===== src/hw/rtl/lruc_pkg.sv =====
// ----------------------------------------------------------------------------
// lruc_pkg
// types, constants and codes shared by the lru cache controller and datapath
// ----------------------------------------------------------------------------
package lruc_pkg;

    localparam int CAPACITY   = 16;
    localparam int TAG_WIDTH  = 64;
    localparam int DATA_WIDTH = 64;
    localparam int TIME_WIDTH = 32;
    localparam int SLOT_W     = $clog2(CAPACITY);
    localparam int CNT_W      = $clog2(CAPACITY + 1);
    localparam int OUT_W      = 5;
    localparam int CFG_W      = 5;
    localparam int OP_W       = 3;

    localparam logic [OP_W-1:0] OP_LOOKUP = 3'd0;
    localparam logic [OP_W-1:0] OP_INSERT = 3'd1;
    localparam logic [OP_W-1:0] OP_REMOVE = 3'd2;
    localparam logic [OP_W-1:0] OP_CLEAR  = 3'd3;
    localparam logic [OP_W-1:0] OP_SWEEP  = 3'd4;

    typedef enum logic [2:0] {
        ST_IDLE,
        ST_MATCH,
        ST_EVICT,
        ST_APPLY,
        ST_SWEEP,
        ST_DONE
    } state_t;

    typedef struct packed {
        logic              load;
        logic              match;
        logic              evict;
        logic              apply;
        logic              sweep;
        logic [SLOT_W-1:0] sweep_idx;
    } cmd_t;

    typedef struct packed {
        logic [OP_W-1:0] op;
        logic            found;
    } status_t;

endpackage


===== src/hw/rtl/lruc_ctrl.sv =====
// ----------------------------------------------------------------------------
// lruc_ctrl
// sequencer: match, evict, apply or sweep over the slots, then report a beat
// ----------------------------------------------------------------------------
module lruc_ctrl (
    input  logic            clk,
    input  logic            rst_n,
    input  logic            start,
    input  lruc_pkg::status_t status,
    output lruc_pkg::cmd_t  cmd,
    output logic            busy,
    output logic            done
);
    import lruc_pkg::*;

    state_t            state_reg;
    state_t            state_next;
    logic [SLOT_W-1:0] idx_reg;
    logic [SLOT_W-1:0] idx_next;
    logic              idx_last;

    assign idx_last = (idx_reg == SLOT_W'(CAPACITY - 1));

    always_ff @(posedge clk or negedge rst_n)
    begin
        if (!rst_n)
        begin
            state_reg <= ST_IDLE;
            idx_reg   <= '0;
        end
        else
        begin
            state_reg <= state_next;
            idx_reg   <= idx_next;
        end
    end

    always_comb
    begin
        state_next = state_reg;
        idx_next   = idx_reg;
        case (state_reg)
            ST_IDLE:
            begin
                idx_next = '0;
                if (start)
                    state_next = ST_MATCH;
            end
            ST_MATCH:
            begin
                if (status.op == OP_SWEEP)
                    state_next = ST_SWEEP;
                else if (status.op == OP_INSERT && !status.found)
                    state_next = ST_EVICT;
                else
                    state_next = ST_APPLY;
            end
            ST_EVICT: state_next = ST_APPLY;
            ST_APPLY: state_next = ST_DONE;
            ST_SWEEP:
            begin
                idx_next = idx_reg + 1'b1;
                if (idx_last)
                    state_next = ST_DONE;
            end
            ST_DONE:  state_next = ST_IDLE;
            default:  state_next = ST_IDLE;
        endcase
    end

    always_comb
    begin
        cmd           = '0;
        cmd.sweep_idx = idx_reg;
        busy          = 1'b1;
        done          = 1'b0;
        case (state_reg)
            ST_IDLE:
            begin
                busy     = 1'b0;
                cmd.load = start;
            end
            ST_MATCH: cmd.match = 1'b1;
            ST_EVICT: cmd.evict = 1'b1;
            ST_APPLY: cmd.apply = 1'b1;
            ST_SWEEP: cmd.sweep = 1'b1;
            ST_DONE:  done      = 1'b1;
            default:  busy      = 1'b1;
        endcase
    end

endmodule


===== src/hw/rtl/lruc_dp.sv =====
// ----------------------------------------------------------------------------
// lruc_dp
// entry storage, tag match, recency ranks, expiry and result registers
// ----------------------------------------------------------------------------
module lruc_dp (
    input  logic                             clk,
    input  logic                             rst_n,
    input  lruc_pkg::cmd_t                   cmd,
    output lruc_pkg::status_t                status,
    input  logic                             entry_cap_we,
    input  logic [lruc_pkg::CFG_W-1:0]       entry_cap,
    input  logic [lruc_pkg::OP_W-1:0]        opcode,
    input  logic [lruc_pkg::TAG_WIDTH-1:0]   key_tag,
    input  logic [lruc_pkg::DATA_WIDTH-1:0]  data_word,
    input  logic [lruc_pkg::TIME_WIDTH-1:0]  lifetime,
    input  logic [lruc_pkg::TIME_WIDTH-1:0]  current_time,
    output logic                             hit,
    output logic [lruc_pkg::DATA_WIDTH-1:0]  read_word,
    output logic [lruc_pkg::OUT_W-1:0]       removed_count,
    output logic [lruc_pkg::OUT_W-1:0]       occupancy
);
    import lruc_pkg::*;

    // control state
    logic [CAPACITY-1:0]   valid_reg, valid_next;
    logic [CNT_W-1:0]      count_reg, count_next;
    logic [CFG_W-1:0]      max_reg;
    logic [OP_W-1:0]       op_reg, op_next;
    logic                  found_reg, found_next;

    // payload
    logic [TAG_WIDTH-1:0]  tag_reg  [CAPACITY];
    logic [DATA_WIDTH-1:0] val_reg  [CAPACITY];
    logic [TIME_WIDTH-1:0] exp_reg  [CAPACITY];
    logic [SLOT_W-1:0]     rank_reg [CAPACITY];
    logic [SLOT_W-1:0]     rank_next[CAPACITY];
    logic [TAG_WIDTH-1:0]  key_reg;
    logic [DATA_WIDTH-1:0] data_reg;
    logic [TIME_WIDTH-1:0] life_reg;
    logic [TIME_WIDTH-1:0] now_reg;
    logic [SLOT_W-1:0]     slot_reg, slot_next;
    logic                  hit_reg, hit_next;
    logic [DATA_WIDTH-1:0] rd_reg, rd_next;
    logic [CNT_W-1:0]      rem_reg, rem_next;

    logic                  m_any, f_any;
    logic [SLOT_W-1:0]     m_slot, f_slot;
    logic [CNT_W-1:0]      limit, lim_m1;
    logic [TIME_WIDTH:0]   exp_sum;
    logic [TIME_WIDTH-1:0] exp_new;
    logic [SLOT_W-1:0]     sel_rank, sw_rank;
    logic                  sw_drop;
    logic                  wr_en;
    logic [SLOT_W-1:0]     wr_slot;

    assign status.op    = op_reg;
    assign status.found = m_any;

    assign hit           = hit_reg;
    assign read_word     = rd_reg;
    assign removed_count = OUT_W'(rem_reg);
    assign occupancy     = OUT_W'(count_reg);

    always_comb
    begin
        m_any  = 1'b0;
        m_slot = '0;
        f_any  = 1'b0;
        f_slot = '0;
        for (int i = CAPACITY - 1; i >= 0; i--)
        begin
            if (valid_reg[i] && tag_reg[i] == key_reg)
            begin
                m_any  = 1'b1;
                m_slot = SLOT_W'(i);
            end
            if (!valid_reg[i])
            begin
                f_any  = 1'b1;
                f_slot = SLOT_W'(i);
            end
        end
    end

    always_comb
    begin
        if (max_reg == '0)
            limit = CNT_W'(1);
        else if (32'(max_reg) > CAPACITY)
            limit = CNT_W'(CAPACITY);
        else
            limit = CNT_W'(max_reg);
        lim_m1 = limit - 1'b1;
    end

    // saturating expiry
    assign exp_sum  = {1'b0, now_reg} + {1'b0, life_reg};
    assign exp_new  = exp_sum[TIME_WIDTH] ? '1 : exp_sum[TIME_WIDTH-1:0];
    assign sel_rank = rank_reg[slot_reg];
    assign sw_rank  = rank_reg[cmd.sweep_idx];
    assign sw_drop  = valid_reg[cmd.sweep_idx] && (exp_reg[cmd.sweep_idx] <= now_reg);

    always_comb
    begin
        valid_next = valid_reg;
        count_next = count_reg;
        op_next    = op_reg;
        found_next = found_reg;
        slot_next  = slot_reg;
        hit_next   = hit_reg;
        rd_next    = rd_reg;
        rem_next   = rem_reg;
        wr_en      = 1'b0;
        wr_slot    = slot_reg;
        for (int i = 0; i < CAPACITY; i++)
            rank_next[i] = rank_reg[i];

        if (cmd.load)
        begin
            op_next  = opcode;
            hit_next = 1'b0;
            rd_next  = '0;
            rem_next = '0;
        end

        if (cmd.match)
        begin
            found_next = m_any;
            slot_next  = m_slot;
        end

        if (cmd.evict && count_reg >= limit)
        begin
            for (int i = 0; i < CAPACITY; i++)
                if (valid_reg[i] && CNT_W'(rank_reg[i]) >= lim_m1)
                    valid_next[i] = 1'b0;
            count_next = lim_m1;
            rem_next   = count_reg - lim_m1;
        end

        if (cmd.apply)
        begin
            case (op_reg)
                OP_LOOKUP:
                begin
                    if (found_reg)
                    begin
                        hit_next = 1'b1;
                        rd_next  = val_reg[slot_reg];
                        for (int i = 0; i < CAPACITY; i++)
                            if (valid_reg[i] && rank_reg[i] < sel_rank)
                                rank_next[i] = rank_reg[i] + 1'b1;
                        rank_next[slot_reg] = '0;
                    end
                end
                OP_INSERT:
                begin
                    if (found_reg)
                    begin
                        wr_en = 1'b1;
                        for (int i = 0; i < CAPACITY; i++)
                            if (valid_reg[i] && rank_reg[i] < sel_rank)
                                rank_next[i] = rank_reg[i] + 1'b1;
                        rank_next[slot_reg] = '0;
                    end
                    else if (f_any)
                    begin
                        wr_en   = 1'b1;
                        wr_slot = f_slot;
                        for (int i = 0; i < CAPACITY; i++)
                            if (valid_reg[i])
                                rank_next[i] = rank_reg[i] + 1'b1;
                        rank_next[f_slot]  = '0;
                        valid_next[f_slot] = 1'b1;
                        count_next         = count_reg + 1'b1;
                    end
                end
                OP_REMOVE:
                begin
                    if (found_reg)
                    begin
                        valid_next[slot_reg] = 1'b0;
                        for (int i = 0; i < CAPACITY; i++)
                            if (valid_reg[i] && rank_reg[i] > sel_rank)
                                rank_next[i] = rank_reg[i] - 1'b1;
                        count_next = count_reg - 1'b1;
                        rem_next   = CNT_W'(1);
                    end
                end
                OP_CLEAR:
                begin
                    rem_next   = count_reg;
                    valid_next = '0;
                    count_next = '0;
                end
                default: ;
            endcase
        end

        if (cmd.sweep && sw_drop)
        begin
            valid_next[cmd.sweep_idx] = 1'b0;
            for (int i = 0; i < CAPACITY; i++)
                if (valid_reg[i] && rank_reg[i] > sw_rank)
                    rank_next[i] = rank_reg[i] - 1'b1;
            count_next = count_reg - 1'b1;
            rem_next   = rem_reg + 1'b1;
        end
    end

    always_ff @(posedge clk or negedge rst_n)
    begin
        if (!rst_n)
        begin
            valid_reg <= '0;
            count_reg <= '0;
            max_reg   <= CFG_W'(CAPACITY);
            op_reg    <= '0;
            found_reg <= 1'b0;
            hit_reg   <= 1'b0;
            rem_reg   <= '0;
        end
        else
        begin
            valid_reg <= valid_next;
            count_reg <= count_next;
            op_reg    <= op_next;
            found_reg <= found_next;
            hit_reg   <= hit_next;
            rem_reg   <= rem_next;
            if (entry_cap_we)
                max_reg <= entry_cap;
        end
    end

    always_ff @(posedge clk)
    begin
        if (cmd.load)
        begin
            key_reg  <= key_tag;
            data_reg <= data_word;
            life_reg <= lifetime;
            now_reg  <= current_time;
        end
        slot_reg <= slot_next;
        rd_reg   <= rd_next;
        for (int i = 0; i < CAPACITY; i++)
            rank_reg[i] <= rank_next[i];
        if (wr_en)
        begin
            tag_reg[wr_slot] <= key_reg;
            val_reg[wr_slot] <= data_reg;
            exp_reg[wr_slot] <= exp_new;
        end
    end

endmodule


===== src/hw/rtl/lru_cache_with_expiry_core.sv =====
// ----------------------------------------------------------------------------
// lru_cache_with_expiry_core
// fully associative lru cache with per-entry expiry, one result beat per item
// ----------------------------------------------------------------------------
// sequence: lookup, remove, clear and update pass through match and apply before done,
//   insert of a new key also through evict, sweep through all slots (one slot per cycle)
// throughput: one item at a time; busy stays high until the done beat
// the receiver cannot stall; done is high for exactly one cycle
// reset: all entries invalid, occupancy 0, entry_cap 16
module lru_cache_with_expiry_core (
    input  logic                             clk,
    input  logic                             rst_n,
    input  logic                             entry_cap_we,
    input  logic [lruc_pkg::CFG_W-1:0]       entry_cap,
    input  logic                             start,
    output logic                             busy,
    input  logic [lruc_pkg::OP_W-1:0]        opcode,
    input  logic [lruc_pkg::TAG_WIDTH-1:0]   key_tag,
    input  logic [lruc_pkg::DATA_WIDTH-1:0]  data_word,
    input  logic [lruc_pkg::TIME_WIDTH-1:0]  lifetime,
    input  logic [lruc_pkg::TIME_WIDTH-1:0]  current_time,
    output logic                             done,
    output logic                             hit,
    output logic [lruc_pkg::DATA_WIDTH-1:0]  read_word,
    output logic [lruc_pkg::OUT_W-1:0]       removed_count,
    output logic [lruc_pkg::OUT_W-1:0]       occupancy
);
    import lruc_pkg::*;

    cmd_t    cmd;
    status_t status;

    lruc_ctrl u_ctrl (
        .clk    (clk),
        .rst_n  (rst_n),
        .start  (start),
        .status (status),
        .cmd    (cmd),
        .busy   (busy),
        .done   (done)
    );

    lruc_dp u_dp (
        .clk            (clk),
        .rst_n          (rst_n),
        .cmd            (cmd),
        .status         (status),
        .entry_cap_we   (entry_cap_we),
        .entry_cap      (entry_cap),
        .opcode         (opcode),
        .key_tag        (key_tag),
        .data_word      (data_word),
        .lifetime       (lifetime),
        .current_time   (current_time),
        .hit            (hit),
        .read_word      (read_word),
        .removed_count  (removed_count),
        .occupancy      (occupancy)
    );

endmodule


===== config.mk =====
export PLATFORM = sky130hd
export DESIGN_NAME = lru_cache_with_expiry_core
export DESIGN_NICKNAME = d
export VERILOG_FILES = /design/src/hw/rtl/lruc_pkg.sv /design/src/hw/rtl/lruc_ctrl.sv /design/src/hw/rtl/lruc_dp.sv /design/src/hw/rtl/lru_cache_with_expiry_core.sv
export SDC_FILE = /design/constraint.sdc
export NUM_CORES = 2
export LEC_CHECK = 0
export BUFFER_PORTS_ARGS = -buffer_cell sky130_fd_sc_hd__buf_2
export CAP_MARGIN = 5
export CORE_MARGIN = 2
export CORE_UTILIZATION = 30
export CTS_CLUSTER_DIAMETER = 50
export DETAILED_ROUTE_END_ITERATION = 6
export GPL_TIMING_DRIVEN = 1
export PLACE_DENSITY = 0.44
export RECOVER_POWER = 100
export SYNTH_ARGS = -nofsm -noshare
export SYNTH_HDL_FRONTEND = slang
export SYNTH_SLANG_ARGS = --single-unit

===== constraint.sdc =====
create_clock -name clk -period 15.05 [get_ports clk]
set_input_delay 1.505 -clock clk [delete_from_list [all_inputs] [get_ports clk]]
set_output_delay 1.505 -clock clk [all_outputs]
set_load 0.01 [all_outputs]

==> impl_metrics.py <==
metrics = {
    "route": {
        "num_vias": 75627,
        "wl_um": 434000,
        "drc": 2,
        "drtIter0Drc": 7388,
        "postRouteAntennaNets": 0,
        "firstDrtPassIters": 7,
        "wl_per_cell_um": 30.1,
        "via_per_inst": 5.25,
    },
    "global_routing": {
        "overflow": 0,
        "grt_util_all_layers_pct": 19.7,
        "antenna_found_initial": 31,
        "grt_pass1_wl_um": 608000,
        "grt_max_degree": 153,
        "grt_pass1_vias": 76424,
    },
    "layout": {
        "final_nets": 8930,
        "area_growth_pct": 16.5,
        "post-route-cell-area_um2": 149000,
        "utilization_pct": 35.1,
        "instances_no_fill": 14417,
        "final_layout_size_suffix_gt1_share_pct": 16.6,
    },
    "logic_synthesis": {
        "synthDominantCellAreaShare_pct": 64.8,
        "syn-num-nets": 8425,
        "async_flop_share_pct": 1.47,
        "ys.flop_type": "edfxtp_1",
        "synthCells": 7913,
        "synth_area_per_cell_um2": 16.1,
        "syn-cell-area_um2": 128000,
        "seq_area_frac_synth_pct": 67.7,
        "synth_cell_types": 94,
        "synthTopCellsByArea": "edfxtp_1 65%, mux4_2 9.2%, xnor2_1 3.7%",
        "ys_warn_count": 0,
        "synth_top_area_cell": "edfxtp_1",
        "ys_ff_latch": 2927,
        "synth_edf_count": 2756,
    },
    "clock_network": {
        "cts_max_level": 5,
        "cts_hold_buf": 0,
        "clkSlewWorstSetupHoldPaths_ns": 0.05,
        "clock_sinks": 2927,
        "cts_buffer_depth": 4,
        "cts-root-buf": "clkbuf_16",
        "cts_tree": "done",
        "cts_setup_buffers": 0,
        "ctsResizeCount": 0,
        "cts_made_buffers": 383,
        "clock_latency_ns": 0.95,
    },
    "timing": {
        "hold_ws_ns": 0.458,
        "rsz0062_at_grt": "no",
        "skew_ns": 0.0473,
        "slew_violations": 3809,
        "maxSlewHeadroom_pct": -227,
        "final-hold-violation-count": 0,
        "fin_crit_ns": 10.20,
        "worst_pin_slew_ns": 4.91,
        "tns_ns": 0,
        "period_share_pct": 67.7,
        "setup_viol": 0,
        "max_clock_freq_mhz": 98.1,
        "fin_ws_ns": 4.85,
    },
    "critical_path": {
        "endpoint_kind": "flop",
        "critical_path_class": "flop to flop",
        "r2r.worst_path.cells": 11,
        "r2r_end": "u_dp.tag_reg[2][43]",
        "startpoint": "u_dp.valid_reg[0]",
        "r2r_start": "u_dp.valid_reg[0]",
        "crit_required_ns": 15.48,
        "cp.arrival_ns": 10.63,
        "cp_max_fo": 61,
        "rrSetupSlack_ns": 4.85,
        "start_kind": "flop",
    },
    "power": {
        "p_sw_share_pct": 30.6,
        "pwr-share-comb_pct": 22.6,
        "p_total_mw": 24.7,
        "p_int_mw": 17.1,
        "power.share.sequential_pct": 40.0,
        "p_per_area_nw_per_um2": 166,
        "switchingPower_mw": 7.56,
        "clkPwrFrac_pct": 37.4,
        "power_leakage_nw": 47.4,
        "ir_drop_v": 0.000156,
    },
    "job": {
        "cap_violations": 137,
    },
    "placement": {
        "portBuffers": 280,
        "routabilityCongestion": 0.913,
        "dp_slack_ns": 8.33,
        "hpwl_um": 266000,
        "dp.cells": 13694,
        "placedInstanceArea_um2": 137000,
    },
    "die": {
        "dieHeight_um": 656,
        "io_pins": 281,
        "dieArea_um2": 431000,
        "row_count": 239,
        "die_x_um": 656,
        "core_um2": 424000,
        "start_util_pct": 30.1,
    },
    "min_path": {
        "hold-path-endpoint": "u_dp.read_word[48]",
        "hold_class": "flop to flop",
        "holdPathStages": 2,
        "hp-start": "u_dp.read_word[48]",
    },
    "outcome": {
        "failed_checks": "DRC, capacitance limit, slew limit",
        "status": "complete, but fails checks",
    },
}
-- cells by family after synthesis --
| group | synth area share, % |
|---|---|
| AO/OA/AOI/OAI | 6.01 |
| XOR/XNOR | 5.95 |
| adder cells (fa/ha/maj) | 3.03 |
| buffers and inverters | 2.03 |
| flip-flops | 67.7 |
| multiplexers | 9.52 |
| AND/OR/NAND/NOR | 5.80 |
-- placed cells by master, fill, tap and decap left out, types with 130 or more instances in the layout --
| cell | n |
|---|---|
| a21oi_1 | 219 |
| buf_2 | 167 |
| xnor2_1 | 534 |
| nor2_1 | 189 |
| edfxtp_1 | 2756 |
| o21ai_0 | 308 |
| nand2b_1 | 130 |
| inv_1 | 218 |
| ha_1 | 305 |
| clkbuf_16 | 385 |
| nand2_1 | 379 |
| xor2_1 | 333 |
| nand4_1 | 201 |
| clkbuf_1 | 338 |
| mux4_2 | 524 |
-- worst max-delay path by stage --
stage	slack [ns]	to
floorplan	5.41	u_dp.exp_reg[15][0]
global placement	7.68	u_dp.val_reg[9][15]
detailed placement	8.33	u_dp.rank_reg[5][3]
CTS	8.30	u_dp.rank_reg[5][3]
global route	4.11	u_dp.rank_reg[11][0]
finish	4.85	u_dp.tag_reg[2][43]
-- cell type report --
type                       instances  area, µm²
clock inverter                   245       2810
clock buffer                     463      10000
sequential                      2927      86400
fill                           40187     275000
antenna                           13       32.5
tap                             5663       7090
inverter                         232        872
timing repair buffer             538       2760
multi-input combinational       4336      38800
-- cell usage after synthesis, types with 20 or more instances --
library cell and number:
nand3_1 111, mux2i_1 21, o22ai_1 101, o21a_1 38
nand2_1 381, nor2_1 195, buf_2 101, o221ai_1 23
mux4_2 524, a21o_1 78, nor2b_1 64, o2111ai_1 31
clkbuf_1 252, ha_1 306, buf_1 60, dfxtp_1 128
a221oi_1 35, xor2_1 334, xnor2_1 534, a22oi_1 40
a22o_1 20, or3_1 21, o21ai_0 308, a21oi_1 221
o211ai_1 26, a31oi_1 43, edfxtp_1 2756, inv_1 223
dfrtp_1 42, a211oi_1 29, o2bb2ai_1 26, nand2b_1 130
nand4_1 201, nor3_1 104, nor4_1 115
-- routing by layer --
layer	part of all wire, %	up-vias	GRT usage, %
met5	0.018	-	0
met3	6.0	709	2.83
met2	47	2837	32.4
met1	43	39872	26.9
met4	3.3	12	5.75
li1	-	32197	-
-- power by group through the flow --
stage	Sequential [mW]	Combinational, mW	Clock, mW
after floorplan	9.88	3.47	0
after detailed placement	10.0	5.66	0
after global routing	9.91	6.03	9.75
final	9.88	5.59	9.23
after CTS	9.85	5.69	9.44
after global placement	10.0	5.64	0
-- worst max-delay path, cell delays in order, from the launching register on --
cell and delay, ns:
dfrtp_1 0.94, nand4_1 0.30, nor4_1 0.59, nor2_1 0.11
nand3_1 0.73, nor4_1 0.11, a21oi_1 0.21, o2111ai_1 0.32
a211o_1 0.42, nor2_4 0.13, clkbuf_1 2.67, clkbuf_1 2.88
(Power assumes the default switching activity.)
